<file path="src/hw/rtl/lawc_pkg.sv">
// Package for the lidar angular window crop: widths, CORDIC angle table, degree conversion.
// No dependencies.
`timescale 1ns / 1ps
package lawc_pkg;
  localparam int CoordWidth   = 19;
  localparam int AngleBits    = 16;
  localparam int CordicStages = 16;
  localparam int YawBits      = 16;
  localparam int TabFrac      = 32;
  localparam int SumWidth     = 2 * CoordWidth;
  localparam int RootWidth    = 31;
  localparam int CordWidth    = 36;
  localparam int AngWidth     = 34;

  localparam logic [1:0] RegPitchMin = 2'd0;
  localparam logic [1:0] RegPitchMax = 2'd1;
  localparam logic [1:0] RegYawMin   = 2'd2;
  localparam logic [1:0] RegYawMax   = 2'd3;

  // ceil(2^28 / 45), exact quotient for numerators below 2^22
  localparam logic [22:0] Recip45 = 23'd5965233;

  typedef struct packed {
    logic signed [CoordWidth-1:0] x;
    logic signed [CoordWidth-1:0] y;
    logic signed [CoordWidth-1:0] z;
    logic [7:0]                   level;
    logic [YawBits-1:0]           yaw;
  } point_t;

  function automatic logic signed [AngWidth-1:0] stage_angle(input logic [4:0] i);
    logic signed [AngWidth-1:0] a;
    case (i)
      5'd0:  a = 34'sd536870912;
      5'd1:  a = 34'sd316933406;
      5'd2:  a = 34'sd167458907;
      5'd3:  a = 34'sd85004756;
      5'd4:  a = 34'sd42667331;
      5'd5:  a = 34'sd21354465;
      5'd6:  a = 34'sd10679838;
      5'd7:  a = 34'sd5340245;
      5'd8:  a = 34'sd2670163;
      5'd9:  a = 34'sd1335087;
      5'd10: a = 34'sd667544;
      5'd11: a = 34'sd333772;
      5'd12: a = 34'sd166886;
      5'd13: a = 34'sd83443;
      5'd14: a = 34'sd41722;
      5'd15: a = 34'sd20861;
      5'd16: a = 34'sd10430;
      5'd17: a = 34'sd5215;
      5'd18: a = 34'sd2608;
      5'd19: a = 34'sd1304;
      5'd20: a = 34'sd652;
      5'd21: a = 34'sd326;
      5'd22: a = 34'sd163;
      5'd23: a = 34'sd81;
      default: a = '0;
    endcase
    return a;
  endfunction

  // round(deg * 65536 / 360), halves away from zero; deg is 10-bit signed.
  // (deg * 65536 + 180) / 8 = deg * 8192 + 22, then divide by 45 by reciprocal.
  function automatic logic signed [19:0] deg_code(input logic signed [9:0] deg);
    logic [9:0]  m;
    logic [21:0] t;
    logic [44:0] prod;
    logic [19:0] q;
    m    = deg[9] ? 10'(-deg) : 10'(deg);
    t    = {m[8:0], 13'd0} + 22'd22;
    prod = 45'(t) * 45'(Recip45);
    q    = 20'(prod >> 28);
    return deg[9] ? -q : q;
  endfunction
endpackage

</file>
<file path="src/hw/rtl/lawc_window.sv">
// Window test against the converted limits and output register stage.
// Depends on lawc_pkg.
`timescale 1ns / 1ps
module lawc_window (
  input  logic                           clk_i,
  input  logic                           rst_ni,
  input  logic                           en_i,
  input  logic                           valid_i,
  input  lawc_pkg::point_t               pt_i,
  input  logic signed [lawc_pkg::AngleBits:0] pitch_i,
  input  logic                           drop_i,
  input  logic signed [19:0]             pmin_i,
  input  logic signed [19:0]             pmax_i,
  input  logic signed [19:0]             ymin_i,
  input  logic signed [19:0]             ymax_i,
  input  logic                           wrap_i,
  output logic                           valid_o,
  output lawc_pkg::point_t               pt_o
);
  import lawc_pkg::*;

  logic signed [19:0] p, yw;
  logic pitch_ok, yaw_ok;
  assign p  = 20'(pitch_i);
  assign yw = 20'(pt_i.yaw);
  assign pitch_ok = (p < pmax_i) && (p > pmin_i);
  assign yaw_ok   = wrap_i ? ((yw > ymin_i) || (yw < ymax_i && yw > 0))
                           : ((yw < ymax_i) && (yw > ymin_i));

  always_ff @(posedge clk_i or negedge rst_ni) begin
    if (!rst_ni) valid_o <= 1'b0;
    else if (en_i) valid_o <= valid_i && !drop_i && pitch_ok && yaw_ok;
  end
  always_ff @(posedge clk_i) begin
    if (en_i) pt_o <= pt_i;
  end
endmodule

</file>
<file path="config.mk">
export PLATFORM = sky130hd
export DESIGN_NAME = lawc_window
export DESIGN_NICKNAME = d
export VERILOG_FILES = /design/src/hw/rtl/lawc_pkg.sv /design/src/hw/rtl/lawc_window.sv
export SDC_FILE = /design/constraint.sdc
export NUM_CORES = 1
export LEC_CHECK = 0
export BUFFER_PORTS_ARGS = -buffer_cell sky130_fd_sc_hd__buf_2
export CORE_AREA = 2 2 102 104
export CTS_CLUSTER_DIAMETER = 40
export DETAILED_ROUTE_END_ITERATION = 8
export DIE_AREA = 0 0 104 106
export PLACE_DENSITY = 0.86
export SYNTH_ARGS = -nofsm -noshare
export SYNTH_HDL_FRONTEND = slang
export SYNTH_SLANG_ARGS = --single-unit
</file>
<file path="constraint.sdc">
create_clock -name clk_i -period 1.2 [get_ports clk_i]
set_input_delay 0.24 -clock clk_i [delete_from_list [all_inputs] [get_ports clk_i]]
set_output_delay 0.24 -clock clk_i [all_outputs]
set_load 0.03 [all_outputs]
</file>
== Word-level counts from Yosys, hierarchy flattened ==
Cells that the tools add are included.
Word-level totals
  register bits: 82
  input port bits: 184
  word-level logic and storage cells: 20
Cells by class
  order comparisons: 5
  muxes and demuxes: 1
  reduce and logical (&&, ||, !) cells: 8
Operators by type and width (number)
  17-bit by 20-bit greater-than comparator with 1-bit output: 2
  17-bit by 20-bit < comparator with 1-bit output: 2
  16-bit by 1-bit greater-than comparator with 1-bit output, second input constant: 1
  1-bit logical AND: 6
  1-bit zero test: 1
  1-bit logical OR: 1
  1-bit two-way mux: 1

== Longest topological paths before layout ==
Gate-level depths: netlist of the first run.
  depth in word-level cells: 5
  depth in mapped cells: 9
  depth with buffers taken out: 9

== Worst setup path before layout of the first run ==
No wires, ideal clock.
  path type: in2reg
  start: input pmax_i[2]
  end: register valid_o
  setup time: 110 ps
  arrival: 1847 ps
  required time: 1090 ps
  slack: -758 ps
  cell stages on the path: 9
  path buffers: 0
  path through: inv_1 -> ha_1 -> a211oi_1 -> o21ai_0 -> a21oi_1 -> o21ai_0 -> a31oi_1 -> mux2_2 -> o41ai_1
Between the ends
  word-level cells in the longest chain between the ends: 4
Ends and longest elaborated chain
  start: declaration: line lawc_window.sv:13  | input logic signed [19:0] pmax_i,
  17-bit by 20-bit < comparator with 1-bit output: line lawc_window.sv:26  | assign pitch_ok = (p < pmax_i) && (p > pmin_i);
  1-bit logical AND: line lawc_window.sv:26
  1-bit logical AND (2 in series): line lawc_window.sv:32  | else if (en_i) valid_o <= valid_i && !drop_i && pitch_ok && yaw_ok;
  end signal: assignment: line lawc_window.sv:32
  end: declaration: line lawc_window.sv:17  | output logic valid_o,
No other way between the ends.
A chain may end at the register's enable or synchronous reset.

== Worst setup path in the final report of the first run ==
  start: input ymin_i[18]
  end: register valid_o
Between the ends
  word-level cells in the longest chain between the ends: 4
  elaborated cells on any way between the ends: 5
  those cells by class: order compare (1); mux (1); reduce/logical (3)
Ends and longest elaborated chain
  start: declaration: line lawc_window.sv:14  | input logic signed [19:0] ymin_i,
  17-bit by 20-bit greater-than comparator with 1-bit output *: line lawc_window.sv:27, lawc_window.sv:28
  1-bit logical AND or 1-bit logical OR (tied branches): line lawc_window.sv:28, lawc_window.sv:27
  1-bit two-way mux *: line lawc_window.sv:27  | assign yaw_ok = wrap_i ? ((yw > ymin_i) || (yw < ymax_i && yw > 0))
  1-bit logical AND *: line lawc_window.sv:32
Mark *: on every way between the ends. The rest lies on a longest branch, timed or not.

==> impl_metrics.json, run 1 <==
{
  "antenna_found_initial": 0,
  "syn_to_final_growth_pct": 50.5,
  "wl_per_cell_um": 15.6,
  "syn_avg_cell_area_um2": 12.4,
  "fin_cells": 812,
  "track_usage_pct": 22.4,
  "ys_types": 36,
  "post-place-cells": 795,
  "clk_path_buf_depth": 2,
  "layout_setup_ws_ps": -572,
  "cap_violations": 0,
  "p_total_mw": 7.16,
  "yosys_warnings": 0,
  "ant_nets": 0,
  "dieArea_um2": 11000,
  "topRoutingLayerUsed": "met4",
  "first_global_vias": 4040,
  "portBuffers": 265,
  "whs_ps": 65.4,
  "nets": 925,
  "required_ps": 1440,
  "min_period_ps": 1770,
  "antenna-diode-count": 0,
  "relSlewSlack_pct": 75.9,
  "status": "complete, but fails checks",
  "period_share_pct": 148,
  "hold_viol_final": 0,
  "cts.clk_slew.worst_paths_ps": 80,
  "dpl.hpwl_mm": 10.7,
  "grt.overflow.total": 0,
  "synth_top_area_share_pct": 56.3,
  "vias": 3972,
  "wl_met1_mm": 4.78,
  "finalSetupViolations": 1,
  "drtIter0Drc": 158,
  "syn_inst": 349,
  "drive_gt1_share_pct": 50.6,
  "synth_area_leaders": "edfxtp_1, ha_1, inv_1",
  "routed_via_density": 4.89,
  "pre_cts_slack_ps": -980,
  "drt_wl_total_mm": 12.7,
  "cts_tree": "yes",
  "synth_fp_nets": 603,
  "worstSetupPathType": "in2reg",
  "gp_congestion": 0.832,
  "die_h_um": 106,
  "clock_latency_ps": 340,
  "clock.fmax_mhz": 564,
  "rsz0062_at_grt": "true",
  "critPathMaxFanout": 2,
  "grt_max_degree": 30,
  "cp-end-kind": "flip-flop",
  "wl_met3_um": 911,
  "routed-wl-met2_mm": 6.80,
  "die_w_um": 104,
  "worstPathArrival_ps": 2020,
  "start_util_pct": 43.2,
  "cts_root_buffer": "clkbuf_8",
  "p_per_area_nw_per_um2": 1100,
  "drc": 0,
  "placementRows": 37,
  "core_area_um2": 10000,
  "syn_area_um2": 4320,
  "p_leak_nw": 3.33,
  "violations": "negative setup slack",
  "cts_buffers": 9,
  "synth.largest_area_cell": "edfxtp_1",
  "slew_viol_final": 0,
  "startpoint_type": "input pin",
  "worstMarginPinSlew_ps": 357,
  "drtPass1Iterations": 4,
  "fin_skew_ps": 0,
  "cts_sinks": 82,
  "cts_setup_buffers": 0,
  "htreeDepth": 3,
  "synth_seq_cells": 82,
  "max-vdd-ir-drop_mv": 0.583,
  "worst_hold_path_type": "in2reg",
  "synth_seq_area_share_pct": 56.9,
  "grt_pass1_wl_mm": 19.1,
  "ios": 266
}
[worst paths after layout]
path                            slack (ps)        from        to  cells past startpoint
worst max-delay path                  -570  ymin_i[18]   valid_o                      8
worst min-delay path                    70    pt_i[58]  pt_o[58]                      1
worst max register to register         550     valid_o   valid_o                      2
worst min register to register         490     valid_o   valid_o                      2
max in group asynchronous              900      rst_ni   valid_o                      2
min in group asynchronous              220      rst_ni   valid_o                      2
[layer usage]
layer  vias to the layer above  track usage (%)
met5                         -                0
met4                         0             7.43
met3                        16             6.74
met2                       178             43.0
met1                      1864             23.2
li1                       1914                -
[per-stage QoR]
step | utilization, % | cell area [um^2] | TNS, ps
after floorplan | - | 4370 | -544
after global placement | 62.2 | 6220 | -959
after detailed placement | 62.2 | 6220 | -980
after CTS | 64.6 | 6460 | -543
after global routing | 65.0 | 6500 | -628
final | 65.0 | 6500 | -572
[repair_timing]
item / CTS / global route
hold buffers: 1 / 0
endpoints found under the hold margin: 1 / 0
pin swaps: 4 / 1
setup endpoints to repair: 1 / 9
resized for setup: 10 / 22
[worst max-delay path, stage by stage]
cell and delay, ps:
buf_2 100, or3_4 400, nor3_4 220, nand4_1 190, o21bai_4 230, a311oi_2 240
a211oi_2 80, o41ai_2 330
[cell type report]
type,instances,area (um^2)
clock buffer,10,128
clock inverter,6,57.6
multi-input combinational,195,1700
inverter,72,270
sequential,82,2460
fill,813,3500
timing repair buffer,311,1720
tap,136,170
[layout by cell type, fill, tap and decap left out, drive strengths merged, types with 2 or more instances in the layout]
| cell type | instances |
|---|---|
| buf | 310 |
| edfxtp | 81 |
| inv | 72 |
| ha | 70 |
| a21oi | 24 |
| o21ai | 16 |
| nand2 | 14 |
| nor2 | 11 |
| clkbuf | 10 |
| nand4 | 9 |
| nor4 | 5 |
| nand3 | 5 |
| a211oi | 5 |
| nor3 | 5 |
| nor2b | 4 |
| clkinv | 4 |
| a31oi | 3 |
| a21o | 3 |
| o211ai | 2 |
| nand2b | 2 |
[where the power goes]
part	internal (mW)	switching, mW
Combinational	0.750	1.09
Clock	0.944	0.921
Sequential	3.39	0.0564
Total	5.09	2.07
[synth_stat cells, drive strengths merged]
master / number
nand4: 9
a21o: 3
o41ai: 1
o2111ai: 1
o211ai: 2
o31ai: 1
a211oi: 5
o21ai: 16
dfrtp: 1
nor3: 5
nand2b: 2
nor2b: 4
nor2: 11
edfxtp: 81
inv: 72
a2111oi: 1
a311oi: 1
ha: 70
a31oi: 3
nand3: 5
o21bai: 1
nand2: 14
a41oi: 1
and3: 1
a21oi: 24
mux2: 1
and2: 1
a21bo: 1
a311o: 1
nor4: 5
and4: 1
nor3b: 1
or3: 1
mux2i: 1
a221o: 1
[state kept, by name (all words and copies together), names as in the netlist]
register and cells:
pt_o 81, valid_o 1
[kinds of logic (layout without fill, tap and decap cells)]
group,count (synthesis),in the layout,share of synthesized area (%)
adders and majority gates,70,70,20.3
AOI/OAI and AO/OA,63,63,8.86
buffers and inverters,72,399,6.25
DFF,82,82,56.9
muxes,2,2,0.492
and+or+nand+nor,60,60,7.27
No activity file was read; power rests on OpenSTA's default activity.
==> run 2, diff against run 1 <==
- CELL_PAD_IN_SITES_DETAIL_PLACEMENT: default -> 1
- CELL_PAD_IN_SITES_GLOBAL_PLACEMENT: default -> 1
- CORE_AREA: 2 2 102 104 -> default
- CORE_MARGIN: default -> 2
- CORE_UTILIZATION: default -> 34
- DIE_AREA: 0 0 104 106 -> default
- PLACE_DENSITY: 0.86 -> 0.9
==> run 2 against run 1 <==
Compared with the run above:
- the run still ends with negative setup slack left
- combinational power increased by 5%
- wire length increased by 25%
- sequential power about the same
- clock skew unchanged
- setup slack lost 40 ps
- register-to-register slack about the same
- non-clock buffer count down 3
- critical path type unchanged
- largest power group unchanged
- highest routed layer is now met5
==> impl_metrics.json, run 2 (same netlist as run 1, synthesis figures left out) <==
{
  "portBuffers": 265,
  "cts_buffers": 9,
  "pwr-share-seq_pct": 43.5,
  "grt.overflow.total": 0,
  "clock_latency_ps": 330,
  "placementRows": 41,
  "p_total_mw": 7.97,
  "min-delay-start": "pt_i[40]",
  "top_register": "pt_o",
  "vias": 4056,
  "fin_skew_ps": 0,
  "first_global_vias": 4310,
  "reg2reg_slack_ps": 540,
  "hold_end": "pt_o[40]",
  "cts.clk_slew.worst_paths_ps": 70,
  "ios": 266,
  "min_period_ps": 1810,
  "cap_violations": 0,
  "track_usage_pct": 22.5,
  "reg2regPathDepth": 2,
  "r2r-start": "valid_o",
  "dieArea_um2": 13600,
  "worstMarginPinSlew_ps": 522,
  "period_share_pct": 151,
  "finalSetupViolations": 1,
  "combinationalPowerShare_pct": 24.3,
  "layout_setup_ws_ps": -612,
  "cts_sinks": 82,
  "drc": 0,
  "cp-end-kind": "flip-flop",
  "die_h_um": 117,
  "largest_reg_flops": 81,
  "worstPathArrival_ps": 2050,
  "syn_to_final_growth_pct": 54.9,
  "grt_max_degree": 44,
  "drtPass1Iterations": 4,
  "cts_root_buffer": "clkbuf_16",
  "routed_via_density": 4.79,
  "drive_gt1_share_pct": 52.6,
  "internal_power_mw": 5.60,
  "antenna_found_initial": 2,
  "pre_cts_slack_ps": -1080,
  "final_common_cell": "buf_2",
  "violations": "negative setup slack",
  "rsz0062_at_grt": "true",
  "cts_tree": "yes",
  "htreeDepth": 3,
  "start_util_pct": 34.5,
  "critPathMaxFanout": 2,
  "slew_viol_final": 0,
  "cts_setup_buffers": 0,
  "grt_pass1_wl_mm": 22.7,
  "p_sw_share_pct": 29.8,
  "startpoint_type": "input pin",
  "crit_slowest_cell": "mux2_2",
  "core_area_um2": 12500,
  "top_regs": "pt_o x81, valid_o x1",
  "place_area_um2": 6240,
  "clock.fmax_mhz": 552,
  "drtIter0Drc": 181,
  "relSlewSlack_pct": 64.9,
  "p_per_area_nw_per_um2": 1190,
  "path_cells": "buf_8, ha_4, a211oi_2, o21ai_1, a21oi_2, o21ai_2, a31oi_1, mux2_2, o41ai_2",
  "status": "complete, but fails checks",
  "ant_nets": 0,
  "r2r_end": "valid_o",
  "power_frac_clock_pct": 32.2,
  "wl_per_cell_um": 18.7,
  "final_cell_mix": "buf_2, edfxtp_1, inv_1",
  "clk_path_buf_depth": 2,
  "nets": 922,
  "gp_congestion": 0.861,
  "worstSetupPathType": "in2reg",
  "p_leak_nw": 3.37,
  "die_w_um": 117,
  "worst_hold_path_type": "in2reg",
  "hold_viol_final": 0,
  "switchingPower_mw": 2.37,
  "holdPathStages": 1,
  "dpl.hpwl_mm": 13.4,
  "drt_wl_total_mm": 15.8,
  "final_area_um2": 6690,
  "max_stage_delay_ps": 360,
  "required_ps": 1430,
  "max-vdd-ir-drop_mv": 0.768
}
run 2: cell count changes in the layout (fill, tap and decap cells not counted), sizes merged:
cell,change
bufinv,-1
diode,+1
clkbuf,-1
buf,-3
inv,+4
clkinv,-1
clkinvlp,-1
run 2: critical path, delay by kind of cell:
family | cells | cell delay [ps]
buffers and inverters | 1 | 100
multiplexers | 1 | 360
adder cells (fa/ha/maj) | 1 | 230
AO/OA/AOI/OAI | 6 | 1100
run 2: repair_timing:
action	4_1_cts	5_1_grt
pin swaps	2	10
hold endpoints to repair	1	0
hold buffers	1	0
endpoints found under the setup margin	3	3
resized for setup	7	31
run 2: worst max-delay path by stage:
stage / startpoint / end / cells after the start
after floorplan: ymin_i[18] / valid_o / 6
after global placement: pt_i[15] / valid_o / 9
after detailed placement: pt_i[15] / valid_o / 9
after CTS: pt_i[15] / valid_o / 9
after global routing: pmax_i[2] / valid_o / 10
final: pitch_i[2] / valid_o / 9
run 2: stage by stage:
| step | setup TNS, ps | hold WS, ps | instances | util (%) |
|---|---|---|---|---|
| global placement | -1010 | 25.5 | 828 | 49.9 |
| CTS | -522 | 64.1 | 845 | 52.3 |
| global route | -706 | 72.7 | 846 | 53.5 |
| finish | -612 | 80.1 | 846 | 53.5 |
| floorplan | -544 | -55.6 | 349 | - |
| detailed placement | -1080 | 28.6 | 828 | 49.9 |
run 2: final cells by class:
type	count	area, um^2
Antenna cell	1	2.50
Clock buffer	9	225
Multi-Input combinational cell	195	1770
Tap cell	172	215
Timing Repair Buffer	308	1700
Clock inverter	7	50.0
Inverter	72	273
Sequential cell	82	2460
Fill cell	1483	5820
run 2: routing by layer:
metal  vias up  global-route usage, %  part of all wire (%)
met4         2                   10.6                   3.6
met2       188                   43.1                    53
met3        37                   5.14                   8.0
li1       1907                      -                     -
met1      1922                   22.9                    35
met5         -                      0                 0.082
run 2: power by group through the flow:
stage	sequential, mW	combinational, mW	clock, mW
after CTS	3.47	1.88	2.63
after floorplan	3.98	0.438	0
final	3.47	1.94	2.56
after detailed placement	3.53	1.85	0
after global routing	3.49	2.12	2.72
after global placement	3.51	1.73	0
